--- src/rtl/wpht_pkg.sv ---
// shared types, constants, weight table and control store of the pitch/height tracker
`timescale 1ns / 1ps

package wpht_pkg;

  localparam int HIST_DEPTH_DEF   = 3;
  localparam int DATA_W           = 16;
  localparam int WEIGHT_W         = 16;
  localparam int WPROD_W          = 32;
  localparam int PROD_W           = 48;
  localparam int QUOT_W           = 17;
  localparam int STEP_W           = 4;

  localparam logic [1:0] KIND_PUSH  = 2'd0;
  localparam logic [1:0] KIND_READ  = 2'd1;
  localparam logic [1:0] KIND_CLEAR = 2'd2;

  // control store addresses
  localparam logic [STEP_W-1:0] ST_WAIT    = 4'd0;
  localparam logic [STEP_W-1:0] ST_INIT    = 4'd1;
  localparam logic [STEP_W-1:0] ST_MULW    = 4'd2;
  localparam logic [STEP_W-1:0] ST_MULV    = 4'd3;
  localparam logic [STEP_W-1:0] ST_ACC     = 4'd4;
  localparam logic [STEP_W-1:0] ST_DIVH_LD = 4'd5;
  localparam logic [STEP_W-1:0] ST_DIVH    = 4'd6;
  localparam logic [STEP_W-1:0] ST_DIVP_LD = 4'd7;
  localparam logic [STEP_W-1:0] ST_DIVP    = 4'd8;
  localparam logic [STEP_W-1:0] ST_SAVEP   = 4'd9;
  localparam logic [STEP_W-1:0] ST_FINISH  = 4'd10;
  localparam logic [STEP_W-1:0] ST_RETRY   = 4'd11;

  typedef enum logic [3:0] {
    OP_NOP,
    OP_WAIT,
    OP_INIT,
    OP_MULW,
    OP_MULV,
    OP_ACC,
    OP_DIVH_LOAD,
    OP_DIV_STEP,
    OP_DIVP_LOAD,
    OP_SAVEP,
    OP_FINISH
  } op_t;

  typedef enum logic [2:0] {
    C_NEVER,
    C_ALWAYS,
    C_NO_ITEM,
    C_SKIP_MAC,
    C_MORE_AGES,
    C_ZERO_WSUM,
    C_DIV_BUSY,
    C_OUT_FREE
  } cond_t;

  typedef struct packed {
    op_t                op;
    cond_t              cond;
    logic [STEP_W-1:0]  target;
  } ucw_t;

  typedef struct packed {
    logic load;
    logic step;
  } div_ctrl_t;

  // sqrt(2)^-age in Q1.15, rounded
  function automatic logic [WEIGHT_W-1:0] age_weight(input logic [3:0] age);
    logic [WEIGHT_W-1:0] w;
    case (age)
      4'd0:    w = 16'd32768;
      4'd1:    w = 16'd23170;
      4'd2:    w = 16'd16384;
      4'd3:    w = 16'd11585;
      4'd4:    w = 16'd8192;
      4'd5:    w = 16'd5793;
      4'd6:    w = 16'd4096;
      4'd7:    w = 16'd2896;
      4'd8:    w = 16'd2048;
      4'd9:    w = 16'd1448;
      4'd10:   w = 16'd1024;
      4'd11:   w = 16'd724;
      4'd12:   w = 16'd512;
      4'd13:   w = 16'd362;
      4'd14:   w = 16'd256;
      default: w = 16'd181;
    endcase
    return w;
  endfunction

  // control program: jump to target when cond holds, else fall through
  function automatic ucw_t ucode(input logic [STEP_W-1:0] step);
    ucw_t u;
    case (step)
      ST_WAIT:    u = '{OP_WAIT,      C_NO_ITEM,   ST_WAIT};
      ST_INIT:    u = '{OP_INIT,      C_SKIP_MAC,  ST_FINISH};
      ST_MULW:    u = '{OP_MULW,      C_NEVER,     ST_WAIT};
      ST_MULV:    u = '{OP_MULV,      C_NEVER,     ST_WAIT};
      ST_ACC:     u = '{OP_ACC,       C_MORE_AGES, ST_MULW};
      ST_DIVH_LD: u = '{OP_DIVH_LOAD, C_ZERO_WSUM, ST_FINISH};
      ST_DIVH:    u = '{OP_DIV_STEP,  C_DIV_BUSY,  ST_DIVH};
      ST_DIVP_LD: u = '{OP_DIVP_LOAD, C_NEVER,     ST_WAIT};
      ST_DIVP:    u = '{OP_DIV_STEP,  C_DIV_BUSY,  ST_DIVP};
      ST_SAVEP:   u = '{OP_SAVEP,     C_NEVER,     ST_WAIT};
      ST_FINISH:  u = '{OP_FINISH,    C_OUT_FREE,  ST_WAIT};
      ST_RETRY:   u = '{OP_NOP,       C_ALWAYS,    ST_FINISH};
      default:    u = '{OP_NOP,       C_ALWAYS,    ST_WAIT};
    endcase
    return u;
  endfunction

endpackage

--- src/rtl/wpht_div.sv ---
// bit-serial restoring divider, one quotient bit per step
`timescale 1ns / 1ps

module wpht_div
  import wpht_pkg::*;
#(
  parameter int DEN_W = WPROD_W + 2
) (
  input  logic                      clk,
  input  div_ctrl_t                 ctrl,
  input  logic [DEN_W+QUOT_W-2:0]   num,
  input  logic [DEN_W-1:0]          den,
  output logic [QUOT_W-1:0]         quot
);

  localparam int NUM_W = DEN_W + QUOT_W - 1;

  logic [NUM_W-1:0]  rem;
  logic [NUM_W-1:0]  dsh;
  logic              fits;

  // quotient is known to stay below 2^QUOT_W
  assign fits = (rem >= dsh);

  always_ff @(posedge clk) begin
    if (ctrl.load) begin
      rem  <= num;
      dsh  <= {den, {(QUOT_W-1){1'b0}}};
      quot <= '0;
    end else if (ctrl.step) begin
      if (fits) begin
        rem <= rem - dsh;
      end
      dsh  <= dsh >> 1;
      quot <= {quot[QUOT_W-2:0], fits};
    end
  end

endmodule

--- src/rtl/weighted_pitch_height_tracker.sv ---
// top level: pitch/height history with weighted average, run by a microcoded sequencer
`timescale 1ns / 1ps

// Holds the last HIST_DEPTH (pitch, height, inlier ratio) entries, newest first, and
// answers every input transfer with one result: the inlier- and age-weighted average of
// the stored pitch and height, the entry count and a valid flag. s_tuser selects the
// item kind (push then read, read only, clear; code 3 reads). A small control program
// steps one shared datapath: per held entry it forms the weight, then the two products,
// then accumulates; then one bit-serial divider computes height and then pitch. An empty
// history or a depth of one skips the entry loop and the divider; a zero weight sum
// skips the divider. A stalled result keeps the sequencer looping through its finish and
// retry steps until the output register is free. Inputs are taken only while the
// sequencer waits at its first step; a finished result sits in an output register, so
// the next item is taken while it waits.
module weighted_pitch_height_tracker
  import wpht_pkg::*;
#(
  parameter int HIST_DEPTH = HIST_DEPTH_DEF
) (
  input  logic        clk,
  input  logic        rst,
  input  logic        s_tvalid,
  output logic        s_tready,
  input  logic [47:0] s_tdata,   // pitch_in[15:0], height_in[31:16], inlier_frac[47:32]
  input  logic [1:0]  s_tuser,   // kind[1:0]
  output logic        m_tvalid,
  input  logic        m_tready,
  output logic [39:0] m_tdata,   // avg_pitch[15:0], avg_height[31:16], fill_count[33:32], zeros
  output logic [0:0]  m_tuser    // valid_res[0]
);

  localparam int CNT_W = $clog2(HIST_DEPTH + 1);
  localparam int AGE_W = (HIST_DEPTH > 1) ? $clog2(HIST_DEPTH) : 1;
  localparam int SW_W  = WPROD_W + CNT_W;            // weight sum
  localparam int NUM_W = PROD_W + CNT_W;             // value sums and divider numerator

  // history, index is age, 0 = newest
  logic [DATA_W-1:0] hist_pitch  [HIST_DEPTH];
  logic [DATA_W-1:0] hist_height [HIST_DEPTH];
  logic [DATA_W-1:0] hist_inlier [HIST_DEPTH];
  logic [CNT_W-1:0]  held;

  // sequencer
  logic [STEP_W-1:0] step;
  logic [STEP_W-1:0] step_next;
  ucw_t              uw;
  logic              jump;
  logic [4:0]        div_cnt;

  // datapath
  logic [AGE_W-1:0]         age;
  logic [WPROD_W-1:0]       wreg;
  logic signed [PROD_W-1:0] prod_p;
  logic [PROD_W-1:0]        prod_h;
  logic [SW_W-1:0]          sum_w;
  logic signed [NUM_W-1:0]  sum_p;
  logic [NUM_W-1:0]         sum_h;
  logic [NUM_W-1:0]         mag_p;
  logic                     neg_p;
  logic [DATA_W-1:0]        avg_p;
  logic [DATA_W-1:0]        avg_h;
  logic                     res_valid;
  logic [QUOT_W-1:0]        quot;
  div_ctrl_t                div_ctrl;
  logic [NUM_W-1:0]         div_num;

  logic       in_xfer;
  logic       out_load;
  logic       skip_mac;
  logic       more_ages;
  logic [1:0] kind;

  assign kind     = s_tuser;
  assign uw       = ucode(step);
  assign s_tready = (uw.op == OP_WAIT);
  assign in_xfer  = s_tvalid && s_tready;
  assign out_load = (uw.op == OP_FINISH) && (!m_tvalid || m_tready);

  assign skip_mac  = (held == '0) || (HIST_DEPTH == 1);
  assign more_ages = ((CNT_W'(age) + CNT_W'(1)) < held);

  // jump condition select
  always_comb begin
    case (uw.cond)
      C_NEVER:     jump = 1'b0;
      C_ALWAYS:    jump = 1'b1;
      C_NO_ITEM:   jump = !in_xfer;
      C_SKIP_MAC:  jump = skip_mac;
      C_MORE_AGES: jump = more_ages;
      C_ZERO_WSUM: jump = (sum_w == '0);
      C_DIV_BUSY:  jump = (div_cnt != 5'd0);
      C_OUT_FREE:  jump = !m_tvalid || m_tready;
      default:     jump = 1'b0;
    endcase
    step_next = jump ? uw.target : step + STEP_W'(1);
  end

  always_ff @(posedge clk) begin
    if (rst) begin
      step <= ST_WAIT;
    end else begin
      step <= step_next;
    end
  end

  // history update on an input transfer
  always_ff @(posedge clk) begin
    if (rst) begin
      held <= '0;
    end else if (in_xfer) begin
      if (kind == KIND_PUSH) begin
        if (held != CNT_W'(HIST_DEPTH)) begin
          held <= held + CNT_W'(1);
        end
      end else if (kind == KIND_CLEAR) begin
        held <= '0;
      end
    end
  end

  always_ff @(posedge clk) begin
    if (in_xfer && kind == KIND_PUSH) begin
      for (int i = HIST_DEPTH - 1; i > 0; i--) begin
        hist_pitch[i]  <= hist_pitch[i-1];
        hist_height[i] <= hist_height[i-1];
        hist_inlier[i] <= hist_inlier[i-1];
      end
      hist_pitch[0]  <= s_tdata[15:0];
      hist_height[0] <= s_tdata[31:16];
      hist_inlier[0] <= s_tdata[47:32];
    end
  end

  // divider feed: height first, then pitch magnitude
  assign neg_p   = sum_p[NUM_W-1];
  assign mag_p   = neg_p ? NUM_W'(-sum_p) : NUM_W'(sum_p);
  assign div_num = (uw.op == OP_DIVH_LOAD) ? sum_h : mag_p;
  assign div_ctrl.load = (uw.op == OP_DIVH_LOAD) || (uw.op == OP_DIVP_LOAD);
  assign div_ctrl.step = (uw.op == OP_DIV_STEP);

  wpht_div #(
    .DEN_W (SW_W)
  ) u_div (
    .clk  (clk),
    .ctrl (div_ctrl),
    .num  (div_num),
    .den  (sum_w),
    .quot (quot)
  );

  always_ff @(posedge clk) begin
    if (rst) begin
      div_cnt <= 5'd0;
    end else if (div_ctrl.load) begin
      div_cnt <= 5'(QUOT_W - 1);
    end else if (div_ctrl.step && div_cnt != 5'd0) begin
      div_cnt <= div_cnt - 5'd1;
    end
  end

  // shared multiply-accumulate datapath
  always_ff @(posedge clk) begin
    case (uw.op)
      OP_INIT: begin
        age   <= '0;
        sum_w <= '0;
        sum_p <= '0;
        sum_h <= '0;
        if (held != '0 && HIST_DEPTH == 1) begin
          // single entry passes through whatever its inlier ratio
          avg_p     <= hist_pitch[0];
          avg_h     <= hist_height[0];
          res_valid <= 1'b1;
        end else begin
          avg_p     <= '0;
          avg_h     <= '0;
          res_valid <= 1'b0;
        end
      end
      OP_MULW: begin
        wreg <= WPROD_W'(hist_inlier[age]) * WPROD_W'(age_weight(4'(age)));
      end
      OP_MULV: begin
        prod_p <= $signed(PROD_W'($signed(hist_pitch[age])))
                  * $signed(PROD_W'({1'b0, wreg}));
        prod_h <= PROD_W'(hist_height[age]) * PROD_W'(wreg);
      end
      OP_ACC: begin
        sum_w <= sum_w + SW_W'(wreg);
        sum_p <= sum_p + NUM_W'(prod_p);
        sum_h <= sum_h + NUM_W'(prod_h);
        if (more_ages) begin
          age <= age + AGE_W'(1);
        end
      end
      OP_DIVP_LOAD: begin
        avg_h <= quot[DATA_W-1:0];
      end
      OP_SAVEP: begin
        avg_p     <= neg_p ? (~quot[DATA_W-1:0] + DATA_W'(1)) : quot[DATA_W-1:0];
        res_valid <= 1'b1;
      end
      default: begin
      end
    endcase
  end

  // output register
  always_ff @(posedge clk) begin
    if (rst) begin
      m_tvalid <= 1'b0;
    end else if (out_load) begin
      m_tvalid <= 1'b1;
    end else if (m_tready) begin
      m_tvalid <= 1'b0;
    end
  end

  always_ff @(posedge clk) begin
    if (out_load) begin
      m_tdata <= {6'd0, 2'(held), avg_h, avg_p};
      m_tuser <= res_valid;
    end
  end

`ifndef NO_ASSERTIONS
  // entry count never runs past the history depth
  a_held_bound: assert property (@(posedge clk) disable iff (rst)
    held <= CNT_W'(HIST_DEPTH))
    else $error("history count beyond depth");

  // an empty history never reports a valid average
  a_empty_invalid: assert property (@(posedge clk) disable iff (rst)
    (out_load && held == '0) |=> !m_tuser[0])
    else $error("valid result from empty history");

  // divider step count stays within one quotient
  a_div_cnt: assert property (@(posedge clk) disable iff (rst)
    div_cnt <= 5'(QUOT_W - 1))
    else $error("divider step count out of range");

  // for depths below four, a valid result always shows a nonzero fill count
  a_valid_fill: assert property (@(posedge clk) disable iff (rst)
    (HIST_DEPTH < 4 && m_tvalid && m_tuser[0]) |-> m_tdata[33:32] != 2'd0)
    else $error("valid result with zero fill count");

  // the divider only runs after a nonzero weight sum was found
  a_div_nonzero: assert property (@(posedge clk) disable iff (rst)
    div_ctrl.step |-> sum_w != '0)
    else $error("divider running on zero weight sum");
`endif

endmodule
--- config.mk ---
export PLATFORM = sky130hd
export DESIGN_NAME = weighted_pitch_height_tracker
export DESIGN_NICKNAME = d
export VERILOG_FILES = /design/src/rtl/wpht_pkg.sv /design/src/rtl/wpht_div.sv /design/src/rtl/weighted_pitch_height_tracker.sv
export SDC_FILE = /design/constraint.sdc
export NUM_CORES = 2
export LEC_CHECK = 0
export BUFFER_PORTS_ARGS = -buffer_cell sky130_fd_sc_hd__buf_4
export CAP_MARGIN = 20
export CORE_MARGIN = 4
export CORE_UTILIZATION = 30
export CTS_CLUSTER_DIAMETER = 200
export DETAILED_ROUTE_END_ITERATION = 7
export PLACE_DENSITY = 0.52
export RECOVER_POWER = 50
export SYNTH_ARGS = -nofsm -noshare
export SYNTH_HDL_FRONTEND = slang
export SYNTH_SLANG_ARGS = --single-unit
--- constraint.sdc ---
create_clock -name clk -period 17.4 [get_ports clk]
set_input_delay 0.87 -clock clk [delete_from_list [all_inputs] [get_ports clk]]
set_output_delay 0.87 -clock clk [all_outputs]
set_load 0.05 [all_outputs]
==> run summary <==
GR Overflow Total - 0
Synth top area share - 26.8%
Final setup viols - 0
Total negative slack - 0 ps
Crit-path slowest cell - clkbuf_1
Starting density of the core - 30.1%
Fin util - 32.9%
Row count - 180
Nets - 9144
Crit-path max FO - 56
Drt total wl - 207000 um
Flop and latch count out of synthesis - 616
Reg clk slew, reported paths - 70 ps
Clock latency on the worst-skew pair - 730 ps
Fmax - 96.4 MHz
Sequential cell area fraction in the yosys report - 24.8%
Largest area contributor in the netlist - fa_1
CP delay by family, top - adder cells
Final Max Tran Viols - 573
Final period util - 59.6%
Die X - 499 um
Hold WC Path Type - in2reg
TritonCTS Buffers - 75
Max Root-Sink Buffers - 3
Port buffer count - 90
Htree depth - 3
Main synth FF type - edfxtp_1
Fin area - 79000 sq um
Crit end category - flop
Initial antenna violation count - 11
Largest net degree at the start of global routing - 80
Layout Skew - 64.3 ps
Share of layout cells above drive strength 1 - 4.35%
Worst-path cell chain - clkbuf_1 > nand2_1 > o21ai_2 > buf_4 > nand2_1 > fa_1 > inv_1 > fa_1 > fa_1 > fa_1 > fa_1 > inv_1 > fa_1 > inv_1 > ha_1 > nand3_1 > o31a_1 > a2111oi_0 > o21ai_0 > a311oi_1 > a221o_1 > a21oi_1 > xnor2_1
Count of cell types in the netlist - 77
Vias in the first global route - 55600
Post-synth EDFFs - 560
First-pass GRT wire length - 327000 um
YS warnings - 0
Core area - 240000 sq um
Hold Buf Count CTS - 0
Async set or reset register ratio after synthesis - 0%
Post-DP Area - 76600 sq um
Startpoint Class - flop
Worst path bufs/invs - 5
Most used cell, CP - fa_1
DP Wirelength - 157000 um
First DRT Iteration DRCs - 3337
Syn Inst Count - 7629
Avg Inst Size Synth - 9.48 sq um
Cell Area, Synth - 72300 sq um
RSZ-0062 raised after global routing - no
Slew @ Worst Pin - 3710 ps
First-pass DRT Iterations - 6
Placed insts - 10600
RePlAce Congestion - 0.876
Critical Path RT - 17840 ps
Final hold violations - 0
Die Y - 499 um
Dominant cells by area after synthesis - fa_1 27%, edfxtp_1 23%, ha_1 10%
CTS tree - done
Drc violations - 0
Area grow syn2layout - 9.22%
Total track usage - 16.6%
Most common cell in the netlist - inv_1
DR WL/cell - 19.2 um
Worst Setup Path Type - reg2reg
Final std cells w/o fill - 10800
Clock sinks - 616
Number of setup buffers added after CTS - 0
Commonest cells post-synth - 1247 x inv_1, 1000 x nand2_1, 970 x fa_1, 585 x ha_1, 560 x edfxtp_1
Post-DR vias/cell - 4.85
Die outline area - 249000 sq um
Clock root buffer - clkbuf_16
Fin crit period - 10370 ps
Slew HR - -148%
Post-route ant nets - 0
Ports - 97
Routed via count - 52300
Crit-path max cell delay - 2130 ps
Post-CTS sizing - 0
Max-Cap Viols - 11
Crit path DAT - 10810 ps
Failing checks - max-capacitance violations, max-slew violations
Run status - finished, violations left
registers in the layout, summed over array words and instances, names as in the netlist, 2 cells and up, named ones only:
| name | count |
|---|---|
| sum_w | 34 |
| hist_pitch | 48 |
| div_cnt | 5 |
| u_div.dsh | 50 |
| m_tdata | 34 |
| sum_p | 50 |
| hist_height | 48 |
| step | 4 |
| u_div.rem | 50 |
| uw | 10 |
| hist_inlier | 48 |
| wreg | 32 |
| prod_p | 48 |
| u_div.quot | 16 |
| prod_h | 48 |
| sum_h | 50 |
| held | 2 |
| age | 2 |
| avg_h | 16 |
| avg_p | 16 |
cells in the final DEF, fill, tap and decap left out, types with 22 or more instances in the layout:
master / n
a211oi_1: 37
clkbuf_1: 56
nor2_1: 369
and3_1: 39
nor3_1: 56
fa_1: 970
o21bai_1: 57
clkbuf_4: 43
o21a_1: 25
o31ai_1: 36
o211ai_1: 28
edfxtp_1: 560
mux2i_1: 56
o21ai_0: 249
nand2b_1: 47
a31oi_1: 40
xnor2_1: 186
a21oi_1: 390
and2_1: 422
xor2_1: 153
a21o_1: 176
or2_2: 22
ha_1: 585
dfxtp_1: 54
clkbuf_16: 76
nand4_1: 40
inv_1: 1247
nand3_1: 78
nor2b_1: 89
buf_4: 80
nand2_1: 999
cell families after synthesis:
logic type | synth area share (%)
XOR/XNOR | 4.10
AO/OA/AOI/OAI | 10.5
AND/OR/NAND/NOR | 14.5
multiplexers | 0.806
flip-flops | 24.8
buffers and inverters | 8.34
adder cells (fa/ha/maj) | 37.0
other | 0.00518
stage by stage:
stage / hold slack [ps] / setup slack (ps)
after detailed placement: 405 / 8390
after global routing: 317 / 6030
after global placement: 409 / 8530
after floorplan: 400 / 4890
after CTS: 258 / 8380
final: 371 / 7030
worst paths after layout:
path | startpoint | end | slack, ps | cells after the start
worst max register to register | flop | prod_p[47]$_DFFE_PN_ | 7030 | 23
worst max-delay path | flop | prod_p[47]$_DFFE_PN_ | 7030 | 23
worst min register to register | avg_p[15]$_SDFFCE_PN0P_ | m_tdata[15]$_DFFE_PP_ | 420 | 0
worst min-delay path | s_tdata[29] | hist_height[0][13]$_DFFE_PP_ | 370 | 1
routing by layer:
layer | track usage [%] | up-vias | part of all wire (%)
li1 | - | 24400 | -
met1 | 23.1 | 26200 | 47
met2 | 26.7 | 1350 | 45
met3 | 2.34 | 327 | 4.8
met4 | 5.60 | 10 | 3.7
met5 | 0 | - | 0.033
final cells by class:
cell class              count  area, sq um
diodes                      2         5.00
clock buffers              81         1920
clock inverters            52          668
fillers                 24600       161000
inverters                1248         4680
multi-input cells        5419        48700
flip-flops and latches    616        17900
well taps                3185         3990
repair buffers            175         1140
Power is left out: the tool's default activity adds up to more than one toggle a clock period on the data nets, which glitch-free logic cannot reach.
